`config.mk`:
```
export PLATFORM = sky130hd
export DESIGN_NAME = aabb_ctrl
export DESIGN_NICKNAME = d
export VERILOG_FILES = /design/src/rtl/aabb_pkg.sv /design/src/rtl/aabb_ctrl.sv
export SDC_FILE = /design/constraint.sdc
export NUM_CORES = 1
export LEC_CHECK = 0
export BUFFER_PORTS_ARGS = -buffer_cell sky130_fd_sc_hd__buf_2
export CORE_AREA = 2 2 39 41
export DETAILED_ROUTE_END_ITERATION = 12
export DIE_AREA = 0 0 41 43
export GPL_ROUTABILITY_DRIVEN = 1
export PLACE_DENSITY = 0.47
export SLEW_MARGIN = 20
export SYNTH_ARGS = -nofsm -noshare
export SYNTH_HDL_FRONTEND = slang
export SYNTH_SLANG_ARGS = --single-unit
export TNS_END_PERCENT = 1
```
`constraint.sdc`:
```
create_clock -name clk -period 1.7 [get_ports clk]
set_clock_uncertainty 0.15 [all_clocks]
set_input_delay 0.17 -clock clk [delete_from_list [all_inputs] [get_ports clk]]
set_output_delay 0.17 -clock clk [all_outputs]
set_load 0.03 [all_outputs]
```
`src/rtl/aabb_pkg.sv`:
```
`default_nettype none

package aabb_pkg;

    localparam int CMD_W  = 3;
    localparam int POS_W  = 20;
    localparam int SIZE_W = 12;
    localparam int KIND_W = 3;
    localparam int TAG_W  = 16;
    localparam int STAT_W = 2;
    localparam int OCC_W  = 7;

    typedef enum logic [CMD_W-1:0] {
        CMD_INSERT   = 3'd0,
        CMD_DELETE   = 3'd1,
        CMD_DEL_KIND = 3'd2,
        CMD_CLEAR    = 3'd3,
        CMD_QUERY    = 3'd4
    } cmd_t;

    typedef enum logic [STAT_W-1:0] {
        ST_DONE = 2'd0,
        ST_FULL = 2'd1,
        ST_HIT  = 2'd2,
        ST_MISS = 2'd3
    } rsp_status_t;

    typedef enum logic [1:0] {
        S_IDLE,
        S_EXEC,
        S_SWEEP,
        S_RESP
    } state_t;

    typedef struct packed {
        logic signed [POS_W-1:0] x;
        logic signed [POS_W-1:0] y;
        logic [SIZE_W-1:0]       w;
        logic [SIZE_W-1:0]       h;
        logic [KIND_W-1:0]       kind;
        logic [TAG_W-1:0]        tag;
    } entry_t;

    typedef struct packed {
        logic idle;
        logic do_exec;
        logic sweep_step;
        logic load_out;
    } ctl_t;

    typedef struct packed {
        logic accepted;
        cmd_t in_cmd;
        logic sweep_done;
        logic out_free;
    } st_t;

endpackage

`default_nettype wire

```
`src/rtl/aabb_ctrl.sv`:
```
`default_nettype none

module aabb_ctrl (
    input  wire logic           clk,
    input  wire logic           rst_n,
    input  wire aabb_pkg::st_t  st,
    output aabb_pkg::ctl_t      ctl
);
    import aabb_pkg::*;

    state_t state_reg;
    state_t state_next;

    always_ff @(posedge clk or negedge rst_n)
    begin
        if (!rst_n)
        begin
            state_reg <= S_IDLE;
        end
        else
        begin
            state_reg <= state_next;
        end
    end

    always_comb
    begin
        state_next = state_reg;
        ctl        = '0;
        case (state_reg)
            S_IDLE:
            begin
                ctl.idle = 1'b1;
                if (st.accepted)
                begin
                    if (st.in_cmd inside {CMD_DELETE, CMD_DEL_KIND, CMD_QUERY})
                    begin
                        state_next = S_SWEEP;
                    end
                    else
                    begin
                        state_next = S_EXEC;
                    end
                end
            end
            S_EXEC:
            begin
                ctl.do_exec = 1'b1;
                state_next  = S_RESP;
            end
            S_SWEEP:
            begin
                ctl.sweep_step = 1'b1;
                if (st.sweep_done)
                begin
                    state_next = S_RESP;
                end
            end
            S_RESP:
            begin
                ctl.load_out = st.out_free;
                if (st.out_free)
                begin
                    state_next = S_IDLE;
                end
            end
            default:
            begin
                state_next = S_IDLE;
            end
        endcase
    end

endmodule

`default_nettype wire

```
==> results of run 1 <==
-- path summary, 6_finish.rpt --
| path | from | to | depth (start not counted) |
|---|---|---|---|
| min | rst_n | state_reg[1] | 2 |
| max reg2reg | state_reg[0] | state_reg[0] | 5 |
| min in group clk | st[2] | state_reg[1] | 3 |
| max | state_reg[0] | ctl[3] | 3 |
| min reg2reg | state_reg[1] | state_reg[1] | 1 |
| max in group asynchronous | rst_n | state_reg[0] | 2 |
-- area by class of cell --
class / count / area, um2 / area share, %
timing repair buffer: 12 / 65.1 / 21.0
clock buffer: 3 / 22.5 / 7.26
multi-input combinational: 16 / 141 / 45.6
sequential: 2 / 50.0 / 16.1
tap: 16 / 20.0 / 6.45
inverter: 3 / 11.3 / 3.63
-- cells by family after synthesis --
logic type,after synthesis,share of synthesized area [%]
xor+xnor,1,4.32
fa+ha+maj,4,24.7
flops,2,24.7
buf+inv,3,5.56
compound gates,5,22.8
simple gates,6,17.9
-- timing repair --
action	CTS	global route
hold endpoints to repair	2	0
buffers inserted	0	0
hold buffers	1	0
endpoints found under the setup margin	0	0
-- worst max-delay path: cells and delay by family (launching register included) --
| family | cells | cell delay, ns |
|---|---|---|
| flops | 1 | 0.39 |
| buf+inv | 2 | 0.34 |
| fa+ha+maj | 1 | 0.26 |
-- layout by cell type (no fill, tap or decap), drive strengths merged, types with 2 or more instances in the layout --
cell type / synthesis / layout
ha: 4 / 4
buf: 0 / 11
nand2b: 4 / 4
inv: 3 / 3
o2111ai: 2 / 2
clkbuf: 0 / 3
dfrtp: 2 / 2
-- report_power, final --
group / total, W / switching [W] / internal (W)
logic: 0.000378 / 0.000227 / 0.000151
registers: 0.000101 / 0.0000249 / 0.0000761
clock network: 0.000102 / 0.0000248 / 0.0000776
total: 0.000582 / 0.000277 / 0.000304
-- stage by stage --
stage / power, W / utilization, % / worst slack [ns] / instance area [um2] / std cells
2_1_floorplan: 0.000402 / - / 0.206 / 203 / 21
3_3_place_gp: 0.000485 / 20.1 / 0.295 / 278 / 48
3_5_place_dp: 0.000478 / 20.1 / 0.286 / 278 / 48
4_1_cts: 0.000591 / 22.4 / 0.168 / 310 / 52
5_1_grt: 0.000659 / 22.4 / 0.0855 / 310 / 52
6_report: 0.000582 / 22.4 / 0.171 / 310 / 52
-- metal layers --
metal	vias up	wire length [um]	track usage [%]
met5	-	0	0
met4	0	17	6.00
met3	2	51	3.14
met2	13	169	10.3
met1	87	205	8.97
li1	106	-	-
==> metrics, run 1 <==
status complete, no violations; Skew-Pair Late Insertion Delay 0.22 ns; register-to-register setup slack 0.30 ns; critical path class reg2out; P&R area growth vs syn 53.1%; Core ar. 1380 um2; FILL cells 161; ys flop type dfrtp_1; PostCTS Resize Cnt 0; GP Congestion around 0.71; final wirelength around 440 um; leakage approximately 0.16 nW; pwr dens between 1500 and 2000 nW/um2; register area share after synthesis 24.7%; Worst path max stage delay 0.39 ns; number of buffers created by CTS 3; worst path arrival time 1.21 ns; Fmax between 600 and 700 MHz; CP endpoint kind primary output; pins over their slew limit 0; RSZ-0062 raised after global routing no; Peak VDD IR 0.663 mV; largest net degree at the start of global routing 6; Initial DRT Pass Iterations 2; ant diodes 0; Die X-Extent 41 um; max-capacitance violation count 0; number of routed nets with antenna violations 0; Avg WL per Cell 8.52 um; H-tree levels 1; fin nets 50; critical path cell sequence inv_1, ha_1, buf_2; # IOs 12; dominant cell type by area after synthesis dfrtp_1; CTS max path bufs 2; number of flops mapped to enable cells by yosys 0; Synth top cells by count ha_1 (4), nand2b_1 (4), inv_1 (3); layout cells sized above 1 38.9%; Cells after Synth 21; synth warn 0; post-synth top area share 24.7%; netlist area before placement 203 um2; # rows 14; global route overflow 0; initial antenna violation count 0; Clock Pin Slew Worst Setup and Hold Paths 0.03 ns; clock root buffer clkbuf_4; drt drc 0; Buffers on Ports 11; Tightest Pin Transition about 0.19 ns; required time worst endpoint between 1 and 1.5 ns; all-layer global routing usage under 10%; Syn Nets 33; via/cell ratio 4.00; Die Span Y 43 um; vias about 210; Final Hold Vio Count 0; relative slew slack just under 90%; first-pass GRT wire length 862 um; Detailed Route Iter0 Violations 1; synthesized flop and latch total 2; die area 1760 um2; worst hold margin 0.117 ns; top cells by area, synth dfrtp_1 (25%), ha_1 (25%), nand2b_1 (12%), o2111ai_1 (8.6%), inv_1 (5.6%); crit path time final 1.53 ns; number of global-route vias before repair 233; Crit Path Max Fanout 5; Mean Syn Cell Area 9.65 um2; Initial Utilization 14.6%; worst hold path type in2async; period utilization 89.9%; max FFs per register 2; nature of the critical path startpoint flop; critical path's slowest cell dfrtp_1; Setup Viol. Count Final 0; clk sinks 2; FFs w/ async S/R, synth 100%; Netlist cell types 11; dpl hpwl approximately 370 um; clock tree from TritonCTS done; Setup TNS 0 ns
(Power assumes the default switching activity.)
==> run 2, diff against run 1 <==
--- a/config.mk
+++ b/config.mk
@@ -11,6 +11,7 @@
 export DIE_AREA = 0 0 41 43
 export GPL_ROUTABILITY_DRIVEN = 1
 export PLACE_DENSITY = 0.47
+export SETUP_SLACK_MARGIN = 0.4
 export SLEW_MARGIN = 20
 export SYNTH_ARGS = -nofsm -noshare
 export SYNTH_HDL_FRONTEND = slang
==> run 2 against run 1 <==
Count of clock-buffer cells in the layout stayed put. First-iteration DRC count is 100% higher. Routed wire length is 3.8% higher. Highest routed layer unchanged. Clock power is 5% higher. Final area is 21% higher. Worst setup slack better by 0.11 ns. Sequential cell count stayed put. Register-to-register slack better by 0.05 ns. Critical path depth stayed put. Sequential share of layout area is 2.5 points lower.
==> metrics, run 2 (synthesis results as in run 1) <==
number of buffers created by CTS 3 (unchanged); worst hold path type in2async; commonest non-fill, non-tap cell in the layout buf_2; Worst Setup SP state_reg[1]; Setup TNS 0 ns (unchanged); FILL cells 156 (-3.1%); GP Congestion 0.695 (-2.8%); Worst path max stage delay 0.41 ns (+0.02 ns); register-to-register setup slack 0.35 ns (+0.05 ns); worst hold margin 0.109 ns (-0.00878 ns); worst path arrival time 1.10 ns (-0.11 ns); critical path class reg2out; Bufs and invs on worst path 2 (unchanged); required time worst endpoint 1.38 ns (about the same); register area 51.3 um2 (+2.5%); # rows 14 (unchanged); Die X-Extent 41 um (unchanged); final core occ 27.1% (+4.7 points); Top Family by Delay on Critical Path flip-flops; ant diodes 0 (unchanged); largest net degree at the start of global routing 6 (unchanged); Initial Utilization 14.6% (unchanged); initial antenna violation count 0 (unchanged); Detailed Route Iter0 Violations 2 (+1); Setup Viol. Count Final 0 (unchanged); clock root buffer clkbuf_4; die area 1760 um2 (unchanged); Die Span Y 43 um (unchanged); layout cells sized above 1 64.9% (+26 points); P&R area growth vs syn 85.2%; Crit Path Max Fanout 3 (-2); H-tree levels 1 (unchanged); number of routed nets with antenna violations 0 (unchanged); number of global-route vias before repair 217 (-6.9%); critical path cell sequence buf_4, ha_4, buf_4; fin nets 51 (+2.0%); Clock Pin Slew Worst Setup and Hold Paths 0.03 ns (about the same); max-capacitance violation count 0 (unchanged); CTS max path bufs 2 (unchanged); period utilization 83.6% (-6.4 points); Most common cell on crit path buf_4; via/cell ratio 3.96 (-0.94%); max FFs per register 2 (unchanged); Core ar. 1380 um2 (unchanged); Tightest Pin Transition 0.167 ns (-0.0180 ns); Skew-Pair Late Insertion Delay 0.23 ns (about the same); vias 210 (+0.96%); Peak VDD IR 0.463 mV (-30%); Fmax 704 MHz (+7.6%); CP endpoint kind primary output; overall power 0.000744 W (+28%); all-layer global routing usage 7.72% (+0.10 points); clock tree from TritonCTS done; Final Hold Vio Count 0 (unchanged); Buffers on Ports 11 (unchanged); Initial DRT Pass Iterations 2 (unchanged); final wirelength 460 um (+3.8%); launching point of the worst reg2reg path state_reg[1]; RSZ-0062 raised after global routing yes; relative slew slack 88.8% (+1.2 points); area of the multi-input gates 183 um2 (+29%); # IOs 12 (unchanged); most frequent cells in the layout buf_2 (8), inv_2 (3), nand2b_1 (3), clkbuf_4 (3); pwr dens 1980 nW/um2 (+5.7%); leakage 0.174 nW (+5.7%); drt drc 0 (unchanged); pins over their slew limit 0 (unchanged); nature of the critical path startpoint flop; clk sinks 2 (unchanged); status complete, no violations; dpl hpwl 357 um (-3.0%); global route overflow 0 (unchanged); Avg WL per Cell 8.68 um (+1.9%); first-pass GRT wire length 800 um (-7.2%); critical path's slowest cell dfrtp_2; crit path time final 1.42 ns (-0.108 ns)
## run 2: cell count changes in the layout (fill, tap and decap cells not counted), sizes merged
cell  previous run  this run
buf             11        12
## run 2: where the power goes
group	total (W)	internal, W	switching (W)
logic	0.000533	0.000251	0.000282
registers	0.000103	0.0000786	0.0000243
clock network	0.000107	0.0000780	0.0000294
total	0.000744	0.000408	0.000336
## run 2: layer usage
layer	vias to the layer above	wire (um)	GRT usage (%)
li1	107	-	-
met3	2	24	3.14
met2	7	240	10.0
met4	0	17	10.0
met1	94	178	7.69
met5	-	0	0
## run 2: final timing paths
kind,cells after the start,end
setup / recovery,3,ctl[1]
hold reg to reg,2,state_reg[1]
min in group clk,3,state_reg[1]
max in group asynchronous,2,state_reg[1]
setup reg to reg,5,state_reg[0]
hold / removal,2,state_reg[1]
## run 2: worst register-to-register path, stage by stage, from the launching register on
cell       delay, ns
dfrtp_2         0.41
buf_4           0.15
ha_4            0.15
nand2b_1        0.11
o2111ai_2       0.11
a2bb2oi_1       0.15
## run 2: what timing repair did
item,in CTS,in global routing
hold buffers,1,0
setup endpoints to repair,6,6
pin swaps,2,2
buffers inserted,1,0
resized for setup,7,1
endpoints found under the hold margin,2,0
## run 2: final cells by class
class	instances	share of cell area, %
Multi-Input combinational cell	16	48.7
Sequential cell	2	13.7
Tap cell	16	5.33
Clock buffer	3	6.00
Inverter	3	3.00
Timing Repair Buffer	13	23.3
## run 2: metrics by stage
step                      std cells  area [um2]  setup slack [ns]
after global routing             53         375             0.230
final                            53         375             0.279
after floorplan                  21         235             0.399
after CTS                        53         369             0.272
after detailed placement         48         310             0.277
after global placement           48         310             0.285
==> run 3, diff against run 2 <==
==> constraint.sdc (replaced) <==
create_clock -name clk -period 1.4 [get_ports clk]
set_clock_uncertainty 0.15 [all_clocks]
set_input_delay 0.14 -clock clk [delete_from_list [all_inputs] [get_ports clk]]
set_output_delay 0.14 -clock clk [all_outputs]
set_load 0.03 [all_outputs]
==> run 3 against run 2 <==
Via count decreased by 5.7%. Count of clock-buffer cells in the layout unchanged. Register-to-register slack got worse by 0.28 ns. Clock power increased by 13%. Hold slack got worse by 0.021 ns. Final area increased by 2.3%. First-iteration DRC count unchanged. Total power increased by 25%. Critical path type unchanged. Critical endpoint is now ctl[0]. Largest cell class unchanged. Highest routed layer is now met3.
==> metrics, run 3 (synthesis results as in run 1) <==
global route overflow 0 (unchanged); launching point of the worst reg2reg path state_reg[0]; Post-CTS Setup Inserts 0 (-1); Skew-Pair Late Insertion Delay 0.22 ns (about the same); initial antenna violation count 0 (unchanged); register-to-register setup slack 0.07 ns (-0.28 ns); post-route insts no fill 53 (unchanged); H-tree levels 1 (unchanged); die area 1760 um2 (unchanged); layout cells sized above 1 62.2% (-2.7 points); Buffers on Ports 11 (unchanged); Die X-Extent 41 um (unchanged); leakage 0.178 nW (+2.2%); CP endpoint kind primary output; max-capacitance violation count 0 (unchanged); DP Area 318 um2 (+2.4%); # rows 14 (unchanged); setup ws final 0.0291 ns (-0.250 ns); ant diodes 0 (unchanged); via/cell ratio 3.74 (-5.7%); Tightest Pin Transition 0.186 ns (+0.0191 ns); drt drc 0 (unchanged); commonest non-fill, non-tap cell in the layout buf_2; vias 198 (-5.7%); pins over their slew limit 0 (unchanged); number of buffers created by CTS 3 (unchanged); Setup Viol. Count Final 0 (unchanged); critical path class reg2out; Avg WL per Cell 8.72 um (+0.43%); status complete, no violations; clock root buffer clkbuf_4; Final Hold Vio Count 0 (unchanged); CTS max path bufs 2 (unchanged); dpl cells 49 (+2.1%); final core occ 27.8% (+0.63 points); Clock Pin Slew Worst Setup and Hold Paths 0.03 ns (about the same); relative slew slack 87.6% (-1.3 points); clock tree from TritonCTS done; Worst path max stage delay 0.40 ns (about the same); Peak VDD IR 0.579 mV (+25%); critical path's slowest cell dfrtp_1; max FFs per register 2 (unchanged); largest net degree at the start of global routing 6 (unchanged); worst hold margin 0.0873 ns (-0.0213 ns); Detailed Route Iter0 Violations 2 (unchanged); final non-filler cell area 384 um2 (+2.3%); GP Congestion 0.716 (+3.1%); worst hold path type in2async; P&R area growth vs syn 89.5%; nature of the critical path startpoint flop; # IOs 12 (unchanged); Bufs and invs on worst path 1 (-1); Top Family by Delay on Critical Path flip-flops; Worst R2R Path Depth 5 (unchanged); Initial DRT Pass Iterations 2 (unchanged); Die Span Y 43 um (unchanged); Crit Path Max Fanout 3 (unchanged); RSZ-0062 raised after global routing yes; final wirelength 462 um (+0.43%); clk sinks 2 (unchanged); first-pass GRT wire length 786 um (-1.8%); Initial Utilization 14.6% (unchanged); FILL cells 152 (-2.6%); number of routed nets with antenna violations 0 (unchanged); required time worst endpoint 1.11 ns (-0.27 ns); worst reg2reg path endpoint state_reg[0]; crit path time final 1.37 ns; number of global-route vias before repair 194 (-11%); critical path cell sequence ha_2, and2_4, buf_6; period utilization 97.9%; Place WS 0.0562 ns (-0.221 ns); Fmax 729 MHz; worst path arrival time 1.08 ns (-0.02 ns); fin nets 51 (unchanged); most frequent cells in the layout buf_2 (7), buf_6 (5), inv_2 (3), nand2b_1 (3), clkbuf_4 (3); pwr dens 2420 nW/um2 (+22%); all-layer global routing usage 7.11% (-0.61 points); Core ar. 1380 um2 (unchanged)
run 3: cell count changes in the layout (fill, tap and decap cells not counted):
cell | before | now
and2_1 | 1 | 0
and2_4 | 0 | 1
buf_2 | 8 | 7
buf_4 | 2 | 0
buf_6 | 2 | 5
dfrtp_1 | 1 | 2
dfrtp_2 | 1 | 0
o2111ai_1 | 1 | 2
o2111ai_2 | 1 | 0
run 3: where the power goes:
| group | switching [W] | internal [W] | leakage (nW) |
|---|---|---|---|
| combinational | 0.000344 | 0.000339 | 0.141 |
| sequential | 0.0000337 | 0.0000924 | 0.0233 |
| clock | 0.0000271 | 0.0000940 | 0.0138 |
run 3: routing by layer:
metal,vias to the layer above,GRT usage [%],routed length (um),share of wire (%)
met3,0,3.14,25,5.4
met5,-,0,0,0
met4,0,6.00,0,0
li1,108,-,-,-
met1,85,8.95,216,47
met2,5,8.75,221,48
run 3: through the flow:
stage | power [W] | TNS, ns
6_report | 0.000930 | 0
4_1_cts | 0.000898 | 0
5_1_grt | 0.00101 | -0.0160
3_5_place_dp | 0.000709 | 0
2_1_floorplan | 0.000603 | 0
3_3_place_gp | 0.000713 | 0
run 3: worst reg2reg max path: stages, from the launching register on:
cell and delay [ns]:
dfrtp_1 0.38, inv_2 0.09, ha_4 0.27, inv_2 0.03
o2111ai_1 0.17, a2bb2oi_1 0.17
run 3: what timing repair did:
action,in CTS,in global routing
pin swaps,1,3
hold buffers,1,0
setup endpoints to repair,6,6
hold endpoints to repair,2,0
resized for setup,7,5
run 3: final cells by class:
| class | count | area (um2) | area share, % |
|---|---|---|---|
| flip-flops and latches | 2 | 50.0 | 13.0 |
| well taps | 16 | 20.0 | 5.21 |
| multi-input cells | 16 | 179 | 46.6 |
| repair buffers | 13 | 101 | 26.4 |
| clock buffers | 3 | 22.5 | 5.86 |
| inverters | 3 | 11.3 | 2.93 |
run 3: worst max path at each step:
stage,slack [ns],from,cells after the start,endpoint
2_1_floorplan,0.1,state_reg[1],5,state_reg[0]
3_3_place_gp,0.07,state_reg[1],5,state_reg[0]
3_5_place_dp,0.06,state_reg[0],5,state_reg[0]
4_1_cts,0.02,state_reg[1],3,ctl[0]
5_1_grt,-0.008,state_reg[0],4,state_reg[0]
6_report,0.03,state_reg[1],3,ctl[0]
